==> src/rtl/lfa_pkg.sv <==
// Package: sizes, codes and inter-module structs of the lowest free id allocator.
package lfa_pkg;

  // Pool size and the layout of the bitmaps across the cell chain
  localparam int MAX_IDS    = 256;
  localparam int NCELLS     = 16;
  localparam int CELL_W     = MAX_IDS / NCELLS;
  localparam int ID_W       = $clog2(MAX_IDS + 1);
  localparam int CELL_IDX_W = $clog2(NCELLS);
  localparam int BIT_W      = $clog2(CELL_W);
  localparam int IDX_W      = CELL_IDX_W + BIT_W;

  // Request modes
  localparam logic [1:0] MODE_ALLOC   = 2'd0;
  localparam logic [1:0] MODE_CLAIM   = 2'd1;
  localparam logic [1:0] MODE_RELEASE = 2'd2;

  // Result status codes
  localparam logic [1:0] STAT_OK        = 2'd0;
  localparam logic [1:0] STAT_TAKEN     = 2'd1;
  localparam logic [1:0] STAT_EXHAUSTED = 2'd2;
  localparam logic [1:0] STAT_NOT_HELD  = 2'd3;

  // Search token that walks the cell chain
  typedef struct packed {
    logic             valid;
    logic [IDX_W-1:0] target;
    logic             found;
    logic [IDX_W-1:0] found_idx;
    logic             hit;
  } tok_t;

  // Bitmap update broadcast to all cells
  typedef struct packed {
    logic             en;
    logic [IDX_W-1:0] idx;
    logic             take;
  } wr_t;

endpackage

==> src/rtl/lfa_if.sv <==
// Interfaces: request and response channels of the allocator.
interface lfa_req_if;
  logic                      valid;
  logic                      ready;
  logic [1:0]                mode;
  logic [lfa_pkg::ID_W-1:0]  req_id;

  modport source (output valid, mode, req_id, input ready);
  modport sink   (input valid, mode, req_id, output ready);
endinterface

interface lfa_rsp_if;
  logic                      valid;
  logic                      ready;
  logic [lfa_pkg::ID_W-1:0]  out_id;
  logic [1:0]                status;

  modport source (output valid, out_id, status, input ready);
  modport sink   (input valid, out_id, status, output ready);
endinterface

==> src/rtl/lowest_free_id_allocator.sv <==
// Top level: lowest free id allocator built from a chain of bitmap cells.
//
// Usage: requests arrive on in_req (mode, req_id) with valid/ready; each
// transaction yields exactly one response on out_rsp (out_id, status).
// Mode allocate returns the lowest released id, else the high-water mark
// plus one, else status exhausted. Mode claim takes req_id, mode release
// returns req_id to the freed pool.
// The search token crosses all 16 cells, registered in each; the controller
// then registers its decision and loads the output register.
// A new request is taken only once the last result has reached the output register.
// in_req.ready is high only while no request is in flight, so a finished
// response may wait on out_rsp while the next request is taken.
// Reset clears both bitmaps, the high-water mark and all valid flags at once.
// When the receiver stalls, the response holds in the output register and
// the next result waits in the controller until the register frees up.
module lowest_free_id_allocator (
  input  logic       clk,
  input  logic       rst_n,
  lfa_req_if.sink    in_req,
  lfa_rsp_if.source  out_rsp
);

  lfa_pkg::tok_t tok [lfa_pkg::NCELLS+1];
  lfa_pkg::wr_t  wr;

  // Intake, decision and output register
  lfa_ctrl u_ctrl (
    .clk        (clk),
    .rst_n      (rst_n),
    .in_valid   (in_req.valid),
    .in_ready   (in_req.ready),
    .in_mode    (in_req.mode),
    .in_req_id  (in_req.req_id),
    .tok_inj    (tok[0]),
    .tok_last   (tok[lfa_pkg::NCELLS]),
    .wr         (wr),
    .out_valid  (out_rsp.valid),
    .out_ready  (out_rsp.ready),
    .out_id     (out_rsp.out_id),
    .out_status (out_rsp.status)
  );

  // Chain of bitmap cells
  for (genvar g = 0; g < lfa_pkg::NCELLS; g++) begin : g_cell
    lfa_cell u_cell (
      .clk      (clk),
      .rst_n    (rst_n),
      .cell_idx (lfa_pkg::CELL_IDX_W'(g)),
      .tok_in   (tok[g]),
      .tok_out  (tok[g+1]),
      .wr       (wr)
    );
  end

endmodule

==> src/rtl/lfa_cell.sv <==
// Cell: one slice of the assigned and freed bitmaps plus one token stage.
module lfa_cell (
  input  logic                           clk,
  input  logic                           rst_n,
  input  logic [lfa_pkg::CELL_IDX_W-1:0] cell_idx,
  input  lfa_pkg::tok_t                  tok_in,
  output lfa_pkg::tok_t                  tok_out,
  input  lfa_pkg::wr_t                   wr
);

  logic [lfa_pkg::CELL_W-1:0] assigned_r;
  logic [lfa_pkg::CELL_W-1:0] freed_r;
  lfa_pkg::tok_t              tok_r;
  lfa_pkg::tok_t              tok_nxt;
  logic [lfa_pkg::BIT_W-1:0]  low_bit;
  logic [lfa_pkg::BIT_W-1:0]  tgt_bit;
  logic [lfa_pkg::BIT_W-1:0]  wr_bit;
  logic                       tgt_here;
  logic                       wr_here;

  assign tgt_bit  = tok_in.target[lfa_pkg::BIT_W-1:0];
  assign tgt_here = tok_in.target[lfa_pkg::IDX_W-1:lfa_pkg::BIT_W] == cell_idx;
  assign wr_bit   = wr.idx[lfa_pkg::BIT_W-1:0];
  assign wr_here  = wr.en && (wr.idx[lfa_pkg::IDX_W-1:lfa_pkg::BIT_W] == cell_idx);

  // Find the lowest freed bit of this slice
  always_comb begin
    low_bit = '0;
    for (int i = lfa_pkg::CELL_W - 1; i >= 0; i--) begin
      if (freed_r[i]) begin
        low_bit = lfa_pkg::BIT_W'(i);
      end
    end
  end

  // Update the token as it passes this slice
  always_comb begin
    tok_nxt = tok_in;
    if (!tok_in.found && (|freed_r)) begin
      tok_nxt.found     = 1'b1;
      tok_nxt.found_idx = {cell_idx, low_bit};
    end
    if (tgt_here) begin
      tok_nxt.hit = assigned_r[tgt_bit];
    end
  end

  // Advance the token to the next cell
  always_ff @(posedge clk) begin
    if (!rst_n) begin
      tok_r.valid <= 1'b0;
    end else begin
      tok_r.valid <= tok_nxt.valid;
    end
    tok_r.target    <= tok_nxt.target;
    tok_r.found     <= tok_nxt.found;
    tok_r.found_idx <= tok_nxt.found_idx;
    tok_r.hit       <= tok_nxt.hit;
  end

  assign tok_out = tok_r;

  // Apply the broadcast bitmap update
  always_ff @(posedge clk) begin
    if (!rst_n) begin
      assigned_r <= '0;
      freed_r    <= '0;
    end else if (wr_here) begin
      assigned_r[wr_bit] <= wr.take;
      freed_r[wr_bit]    <= !wr.take;
    end
  end

endmodule

==> src/rtl/lfa_ctrl.sv <==
// Controller: request intake, token injection, decision, high-water mark and result register.
module lfa_ctrl (
  input  logic                     clk,
  input  logic                     rst_n,
  input  logic                     in_valid,
  output logic                     in_ready,
  input  logic [1:0]               in_mode,
  input  logic [lfa_pkg::ID_W-1:0] in_req_id,
  output lfa_pkg::tok_t            tok_inj,
  input  lfa_pkg::tok_t            tok_last,
  output lfa_pkg::wr_t             wr,
  output logic                     out_valid,
  input  logic                     out_ready,
  output logic [lfa_pkg::ID_W-1:0] out_id,
  output logic [1:0]               out_status
);

  localparam logic [1:0] S_IDLE = 2'd0;
  localparam logic [1:0] S_SCAN = 2'd1;
  localparam logic [1:0] S_DONE = 2'd2;

  localparam logic [lfa_pkg::ID_W-1:0] MAX_ID = lfa_pkg::ID_W'(lfa_pkg::MAX_IDS);
  localparam logic [lfa_pkg::ID_W-1:0] ONE    = lfa_pkg::ID_W'(1);

  logic [1:0]               state_r, state_nxt;
  logic [1:0]               mode_r;
  logic [lfa_pkg::ID_W-1:0] req_r;
  logic [lfa_pkg::ID_W-1:0] hw_r, hw_nxt;
  logic [lfa_pkg::ID_W-1:0] res_id_r, res_id_nxt;
  logic [1:0]               res_st_r, res_st_nxt;
  logic                     out_valid_r;
  logic [lfa_pkg::ID_W-1:0] out_id_r;
  logic [1:0]               out_st_r;
  logic                     accept;
  logic                     decide;
  logic                     in_range;
  logic                     out_free;
  logic [lfa_pkg::ID_W-1:0] found_id;

  assign accept   = in_valid && in_ready;
  assign in_ready = state_r == S_IDLE;
  assign decide   = (state_r == S_SCAN) && tok_last.valid;
  assign out_free = !out_valid_r || out_ready;
  assign in_range = (req_r != '0) && (req_r <= MAX_ID);
  assign found_id = lfa_pkg::ID_W'(tok_last.found_idx) + ONE;

  // Inject a fresh token into the first cell on acceptance
  always_comb begin
    tok_inj           = '0;
    tok_inj.valid     = accept;
    tok_inj.target    = in_req_id[lfa_pkg::IDX_W-1:0] - lfa_pkg::IDX_W'(1);
  end

  // Decide the result once the token leaves the last cell
  always_comb begin
    res_id_nxt = res_id_r;
    res_st_nxt = res_st_r;
    hw_nxt     = hw_r;
    wr         = '0;
    if (decide) begin
      res_id_nxt = '0;
      res_st_nxt = lfa_pkg::STAT_OK;
      case (mode_r)
        lfa_pkg::MODE_ALLOC: begin
          if (tok_last.found) begin
            res_id_nxt = found_id;
          end else if (hw_r < MAX_ID) begin
            res_id_nxt = hw_r + ONE;
          end else begin
            res_st_nxt = lfa_pkg::STAT_EXHAUSTED;
          end
          if (res_st_nxt == lfa_pkg::STAT_OK) begin
            wr.en   = 1'b1;
            wr.idx  = res_id_nxt[lfa_pkg::IDX_W-1:0] - lfa_pkg::IDX_W'(1);
            wr.take = 1'b1;
            if (res_id_nxt > hw_r) begin
              hw_nxt = res_id_nxt;
            end
          end
        end
        lfa_pkg::MODE_CLAIM: begin
          if (!in_range) begin
            res_st_nxt = lfa_pkg::STAT_EXHAUSTED;
          end else if (tok_last.hit) begin
            res_id_nxt = req_r;
            res_st_nxt = lfa_pkg::STAT_TAKEN;
          end else begin
            res_id_nxt = req_r;
            wr.en      = 1'b1;
            wr.idx     = tok_last.target;
            wr.take    = 1'b1;
            if (req_r > hw_r) begin
              hw_nxt = req_r;
            end
          end
        end
        lfa_pkg::MODE_RELEASE: begin
          if (!in_range || !tok_last.hit) begin
            res_st_nxt = lfa_pkg::STAT_NOT_HELD;
          end else begin
            res_id_nxt = req_r;
            wr.en      = 1'b1;
            wr.idx     = tok_last.target;
            wr.take    = 1'b0;
          end
        end
        default: begin
          res_id_nxt = '0;
        end
      endcase
    end
  end

  // Sequence intake, scan and hand-off
  always_comb begin
    state_nxt = state_r;
    case (state_r)
      S_IDLE: begin
        if (accept) begin
          state_nxt = S_SCAN;
        end
      end
      S_SCAN: begin
        if (decide) begin
          state_nxt = S_DONE;
        end
      end
      S_DONE: begin
        if (out_free) begin
          state_nxt = S_IDLE;
        end
      end
      default: begin
        state_nxt = S_IDLE;
      end
    endcase
  end

  // Control registers
  always_ff @(posedge clk) begin
    if (!rst_n) begin
      state_r     <= S_IDLE;
      hw_r        <= '0;
      out_valid_r <= 1'b0;
    end else begin
      state_r <= state_nxt;
      hw_r    <= hw_nxt;
      if ((state_r == S_DONE) && out_free) begin
        out_valid_r <= 1'b1;
      end else if (out_ready) begin
        out_valid_r <= 1'b0;
      end
    end
  end

  // Payload registers
  always_ff @(posedge clk) begin
    if (accept) begin
      mode_r <= in_mode;
      req_r  <= in_req_id;
    end
    res_id_r <= res_id_nxt;
    res_st_r <= res_st_nxt;
    if ((state_r == S_DONE) && out_free) begin
      out_id_r <= res_id_r;
      out_st_r <= res_st_r;
    end
  end

  assign out_valid  = out_valid_r;
  assign out_id     = out_id_r;
  assign out_status = out_st_r;

endmodule

==> src/flat_wrapper.sv <==
// flat-port wrapper written by rule: the top's interface ports become plain ports
module lowest_free_id_allocator_flat 
  (clk, rst_n, in_req_valid, in_req_mode, in_req_req_id, in_req_ready, out_rsp_valid, out_rsp_out_id, out_rsp_status, out_rsp_ready);
  lfa_req_if in_req_i ();
  lfa_rsp_if out_rsp_i ();
  input  logic clk;
  input  logic rst_n;
  input wire logic [$bits(in_req_i.valid)-1:0] in_req_valid;
  input wire logic [$bits(in_req_i.mode)-1:0] in_req_mode;
  input wire logic [$bits(in_req_i.req_id)-1:0] in_req_req_id;
  output wire logic [$bits(in_req_i.ready)-1:0] in_req_ready;
  output wire logic [$bits(out_rsp_i.valid)-1:0] out_rsp_valid;
  output wire logic [$bits(out_rsp_i.out_id)-1:0] out_rsp_out_id;
  output wire logic [$bits(out_rsp_i.status)-1:0] out_rsp_status;
  input wire logic [$bits(out_rsp_i.ready)-1:0] out_rsp_ready;
  assign in_req_i.valid = in_req_valid;
  assign in_req_i.mode = in_req_mode;
  assign in_req_i.req_id = in_req_req_id;
  assign in_req_ready = in_req_i.ready;
  assign out_rsp_valid = out_rsp_i.valid;
  assign out_rsp_out_id = out_rsp_i.out_id;
  assign out_rsp_status = out_rsp_i.status;
  assign out_rsp_i.ready = out_rsp_ready;
  lowest_free_id_allocator u_core (.clk(clk), .rst_n(rst_n), .in_req(in_req_i), .out_rsp(out_rsp_i));
endmodule
==> config.mk <==
export PLATFORM = sky130hd
export DESIGN_NAME = lowest_free_id_allocator_flat
export DESIGN_NICKNAME = d
export VERILOG_FILES = /design/src/rtl/lfa_pkg.sv /design/src/rtl/lfa_if.sv /design/src/rtl/lowest_free_id_allocator.sv /design/src/rtl/lfa_cell.sv /design/src/rtl/lfa_ctrl.sv /design/src/flat_wrapper.sv
export SDC_FILE = /design/constraint.sdc
export NUM_CORES = 2
export LEC_CHECK = 0
export ABC_AREA = 1
export BUFFER_PORTS_ARGS = -buffer_cell sky130_fd_sc_hd__buf_4
export CORE_AREA = 2 2 319 321
export CTS_CLUSTER_SIZE = 25
export DETAILED_ROUTE_END_ITERATION = 10
export DIE_AREA = 0 0 321 323
export PLACE_DENSITY = 0.61
export SYNTH_ARGS = -nofsm -noshare
export SYNTH_HDL_FRONTEND = slang
export SYNTH_SLANG_ARGS = --single-unit
==> constraint.sdc <==
create_clock -name clk -period 7.75 [get_ports clk]
set_input_delay 1.55 -clock clk [delete_from_list [all_inputs] [get_ports clk]]
set_output_delay 1.55 -clock clk [all_outputs]
set_load 0.02 [all_outputs]
# ---- Word-level counts from Yosys, hierarchy flattened
# Cells that the tools add are included.
dict set report word_totals {
  reg_bits 861
  inputBits 15
  output_inout_bits 13
  word_cells 682
}
dict set report op_classes {
  addsub 4
  order_cmp 22
  eq_ne 42
  mux 386
  n_bitwise 1
  n_reduce_logical 87
}
# cell count
set ops {}
lappend ops {{4-bit two-way mux} 271}
lappend ops {{16-bit bitwise mux} 32}
lappend ops {{16-bit OR reduction} 16}
lappend ops {{9-bit two-way mux} 12}
lappend ops {{4-bit by 5-bit < comparator with 1-bit output (second input constant)} 17}
lappend ops {{1-bit binary-select mux with 4-bit select} 16}
lappend ops {{4-bit equality test (second input constant)} 16}
lappend ops {{10-bit two-way mux} 5}
lappend ops {{1-bit logical AND} 36}
lappend ops {{1-bit two-way mux} 35}
lappend ops {{4-bit by 3-bit equality test with 1-bit output (second input constant)} 8}
lappend ops {{10-bit case mux with 3 select lines} 1}
lappend ops {{9-bit case mux with 3 select lines} 1}
lappend ops {{1-bit zero test} 19}
lappend ops {{9-bit > comparator} 2}
lappend ops {{2-bit two-way mux} 9}
lappend ops {{9-bit case mux with 2 select lines} 1}
lappend ops {{4-bit by 2-bit equality test with 1-bit output (second input constant)} 4}
lappend ops {{8-bit by 1-bit subtractor with 8-bit output (second input constant)} 2}
lappend ops {{2-bit != test (second input constant)} 7}
lappend ops {{2-bit case mux with 3 select lines} 2}
lappend ops {{8-bit by 1-bit adder with 9-bit output (second input constant)} 1}
lappend ops {{9-bit by 1-bit adder with 9-bit output (second input constant)} 1}
lappend ops {{9-bit <= comparator (second input constant)} 1}
lappend ops {{other kinds (19)} 27}

# ---- Logic depth before layout (Yosys ltp)
dict set report logic_depth {
  word_depth 17
  mapped_depth 20
  depth_no_buf 19
}

# ---- Cells and area by module
# From an unflattened synthesis, not the netlist that was laid out.
dict set report hier_totals {
  cells_unflattened 5198
  area_unflattened_um2 38132.8
}
# mod instances cells_each area_per_inst_um2 seq_area_each_um2
set modules_own_cells {}
lappend modules_own_cells {{lfa_cell (u_core.g_cell[1].u_cell ...)} 9 296 2172.1 1021.0}
lappend modules_own_cells {{lfa_cell (u_core.g_cell[0].u_cell ...)} 7 304 2199.6 1021.0}
lappend modules_own_cells {lfa_ctrl 1 404 3179.3 1231.2}
lappend modules_own_cells {lowest_free_id_allocator 1 2 7.5 0.0}

# ---- Least setup slack after synthesis
# No wires, ideal clock.
dict set report synth_path {
  path_kind {in2reg}
  startpoint {input in_req_req_id[0]}
  endpoint {register u_core.g_cell[0].u_cell.tok_r (netlist bit u_core.g_cell[0].u_cell.tok_out[0])}
  setup_ns 0.070
  arrival_ns 2.988
  required_time_ns 7.680
  slack_ns 4.692
  path_stages 7
  path_buffers 1
  cell_sequence {clkbuf_1 clkinv_1 ha_1 nand2_1 xor2_1 or4_1 a21oi_1}
}
# item line
set synth_rtl {}
lappend synth_rtl {{start, declared} flat_wrapper.sv:10} ;# input wire logic [$bits(in_req_i.req_id)-1:0] in_req_req_id;
lappend synth_rtl {{end, declared} lfa_cell.sv:13} ;# lfa_pkg::tok_t tok_r;

# ---- Worst setup path in the final report
dict set report layout_path {
  startpoint {register u_core.g_cell[15].u_cell.tok_r (netlist bit u_core.g_cell[15].u_cell.tok_out[1])}
  endpoint {register u_core.g_cell[4].u_cell.freed_r[2] (netlist name)}
}
dict set report layout_between {
  elab_chain_cells 13
  elab_cells_between_ends 16
  cone_classes {2 x add/sub; 2 x order compare; 1 x eq/ne; 9 x mux; 2 x reduce/logical}
}
# item line
set layout_rtl {}
lappend layout_rtl {{start, declared} lfa_cell.sv:13}
lappend layout_rtl {{8-bit by 1-bit adder with 9-bit output *} lfa_ctrl.sv:45} ;# assign found_id = lfa_pkg::ID_W'(tok_last.found_idx) + ONE;
lappend layout_rtl {{9-bit two-way mux *} lfa_ctrl.sv:65} ;# if (tok_last.found) begin
lappend layout_rtl {{9-bit two-way mux *} lfa_ctrl.sv:63} ;# case (mode_r)
lappend layout_rtl {{9-bit two-way mux *} lfa_ctrl.sv:60} ;# if (decide) begin
lappend layout_rtl {{8-bit by 1-bit subtractor with 8-bit output *} lfa_ctrl.sv:74} ;# wr.idx = res_id_nxt[lfa_pkg::IDX_W-1:0] - lfa_pkg::IDX_W'(1);
lappend layout_rtl {{10-bit two-way mux *} lfa_ctrl.sv:72} ;# if (res_st_nxt == lfa_pkg::STAT_OK) begin
lappend layout_rtl {{10-bit case mux with 3 select lines *} lfa_ctrl.sv:63}
lappend layout_rtl {{10-bit two-way mux *} lfa_ctrl.sv:60}
lappend layout_rtl {{4-bit by 5-bit < comparator with 1-bit output (implied by the code) or 4-bit by 1-bit greater-or-equal comparator with 1-bit output (tied branches)} lfa_cell.sv:70} ;# freed_r[wr_bit] <= !wr.take;
lappend layout_rtl {{1-bit logical AND (implied by the code)} lfa_cell.sv:70}
lappend layout_rtl {{1-bit two-way mux (implied by the code)} lfa_cell.sv:70}
lappend layout_rtl {{1-bit demux with 4-bit select} lfa_cell.sv:70}
lappend layout_rtl {{16-bit bitwise mux} lfa_cell.sv:70}
lappend layout_rtl {{end signal, assigned by index} lfa_cell.sv:70}
lappend layout_rtl {{end, declared} lfa_cell.sv:12} ;# logic [lfa_pkg::CELL_W-1:0] freed_r;
# Every way passes the cells marked *; elsewhere a longest branch is shown, timed or not. The select of a mux whose other input is x is not followed.
# A chain may end at the register's enable or synchronous reset.

==> metrics.txt <==
run status finished, final reports clean; Max Freq 0.2314 GHz; final net count 4697; cell taking the most area after synthesis dfxtp_1; Hold Vio Cnt, Final 0; DR WL/cell approximately 18 um; initial antenna violation count 1; HPWL after DPL 66.91 mm; post-synthesis sequential area ratio 46.99%; # H-tree levels 3; Synth top cells by count 862 x nand2_1, 813 x dfxtp_1, 566 x a21oi_1; number of synthesized flops with an enable pin 33; die height ~320 um; ys async rst share 0%; detailed-route DRC error count 0; CP max FO 69; PD cells 231.9 mW/mm^2; n_diodes 0; mapped cell area roughly 0.037 mm^2; Remaining Overflow, GRT 0; worst reg2reg path depth 16; most common cell in the synthesized netlist nand2_1; number of placed I/O pins 28; count of state elements after synthesis 846; Pins Over Slew Limit 0; slew margin rel. 1.860%; cts-stage hold buffer count 0; DR iter-0 viols 2999; main combinational cell family by area after synthesis simple AND/OR/NAND/NOR gates; Core Rows 117; Synth Net Count 4848; Routed Antenna Nets 0; Worst VDD drop 0.1628 mV; Simple-Gate Fraction of Synth Area around 28%; Global Route met2 Usage 34.44%; Root Buffer clkbuf_16; post-CTS sizing 0; CTS buffer count 89; largest net degree at the start of global routing 193; Via density 5.414; worst-margin pin slew 1.472 ns; post-synthesis mux area share 0.3098%; die area just over 0.1 mm^2; IO Port Bufs 27; Synth Instances 4810; die width 321 um; area grow syn2layout 10.99%; core area roughly 0.10 mm^2; first-pass GRT wire length 173.8 mm; drt total wl 111.6 mm; clock slew at reported path FFs 0.06 ns; worst hold path depth 0; CP startpoint kind register; Pre-antenna DRT Iters 6; crit share post-route 55.75%; CTS tree built; Reg area approximately 0.017 mm^2; Tmin final approximately 4.3 ns; clk_lat worst skew 0.67 ns; Vias 32710; gr busiest metal met2; synth top area cells dfxtp_1 44%, nand2_1 8.8%, a21oi_1 7.7%; number of distinct library cells after synthesis 56; Fillers around 10000; Required @ worst endpoint 8.32 ns; arrival time worst endpoint 4.89 ns; Total GRT Usage 21.01%; global placement routability congestion between 0.8 and 0.9; area of the multi-input gates 0.01625 mm^2; layout cells sized above 1 under 10%; Synth top area share about 44%; Starting Density between 30 and 40%; final setup vio count 0; xor/xnor share of the synthesized area 0.1668%; clk_skew 0.02675 ns; vias in the first global route 30310; ys flop type dfxtp_1; unrepaired setup endpoints after global routing no; min-delay worst type register to register; Setup crit end kind register; Synth Area in Compound Gates 14.64%; M1 GR Usage 28.69%; post-route setup TNS 0 ns; Ys Warns 0; clock buffer depth 3; grt met3 use 2.905%; Avg Inst Size Synth 7.640 um^2; max-cap violations 0; Pleak 15.70 nW; Post-Synth Adder-Cell Area 0.7831%; CTS sink count 846; critical path class register to register; Setup Fix Bufs, Post-CTS 0; Final Util 40.50%
-- metal layers --
| metal | vias up | routed length, um |
|---|---|---|
| met5 | - | 0 |
| met4 | 0 | 2814 |
| met3 | 185 | 7336 |
| met2 | 1140 | 51030 |
| met1 | 15430 | 50470 |
| li1 | 15950 | - |
-- area by class of cell --
cell class,instances,share of cell area [%]
Inverter,503,4.669
Clock buffer,119,6.240
Multi-Input combinational cell,3152,39.85
Timing Repair Buffer,67,1.273
Clock inverter,45,1.623
Sequential cell,846,42.33
Tap cell,1309,4.016
-- registers in the layout (all words and copies together) (netlist names) --
signal                           flops
u_core.g_cell.u_cell.tok_out       289
u_core.g_cell.u_cell.assigned_r    256
u_core.g_cell.u_cell.freed_r       256
u_core.u_ctrl.hw_r                   9
u_core.u_ctrl.out_id                 9
u_core.u_ctrl.req_r                  9
u_core.u_ctrl.res_id_r               9
u_core.u_ctrl.mode_r                 2
u_core.u_ctrl.out_status             2
u_core.u_ctrl.res_st_r               2
u_core.u_ctrl.state_r                2
u_core.u_ctrl.out_valid              1
-- per-stage QoR --
step           hold slack, ns  instance area, um^2  instances  power (W)  setup slack [ns]
2_1_floorplan          0.3224                36750       4810   0.004777             4.692
6_report               0.3387                40790       6041   0.009459             3.429
5_1_grt                0.3469                40790       6041   0.009745             3.062
3_3_place_gp           0.3342                37580       5877   0.004887             3.565
4_1_cts                0.3375                40790       6041   0.009521             3.496
3_5_place_dp           0.3347                37580       5877   0.004885             3.528
-- power breakdown --
part           internal [W]  switching [W]
combinational     0.0000842       0.000190
sequential          0.00445      0.0000751
clock               0.00279        0.00187
-- final timing paths --
check                                                          start                              endpoint  slack [ns]
worst max register to register   u_core.g_cell[15].u_cell.tok_out[1]    u_core.g_cell[4].u_cell.freed_r[2]        3.43
worst min register to register  u_core.g_cell[11].u_cell.tok_out[14]  u_core.g_cell[12].u_cell.tok_out[14]        0.34
worst max-delay path             u_core.g_cell[15].u_cell.tok_out[1]    u_core.g_cell[4].u_cell.freed_r[2]        3.43
worst min-delay path            u_core.g_cell[11].u_cell.tok_out[14]  u_core.g_cell[12].u_cell.tok_out[14]        0.34
-- placed cells by master (no fill, tap or decap), types with 35 or more instances in the layout --
master and instances:
nand3_2 58, o21ai_0 197, a21oi_1 565, inv_1 483
nand4_1 375, nand2_1 861, nor2_1 419, buf_4 65
nand3_1 291, dfxtp_1 813, a21oi_2 56, nor3_1 35
clkbuf_16 93
-- worst max-delay path: stages (launching register included) --
cell and delay (ns):
dfxtp_1 0.45, ha_1 0.27, nand2_1 0.08, nand2_1 0.11, inv_2 0.10, ha_1 0.18
nand3_1 0.13, nor2_1 0.20, nand3_1 0.10, nand2_1 0.06, nand3_1 0.09, nand2_1 0.21
nand2_4 0.54, buf_4 0.62, nor3_4 0.75, nand3_1 0.15, a21oi_1 0.16
-- cells by family (layout without fill, tap and decap cells) --
logic type / count (synthesis) / in the layout
multiplexers: 11 / 11
XOR/XNOR: 7 / 7
adder cells (fa/ha/maj): 23 / 23
AO/OA/AOI/OAI: 958 / 958
AND/OR/NAND/NOR: 2153 / 2153
flip-flops: 846 / 846
buffers and inverters: 812 / 734
(Power assumes the default switching activity.)
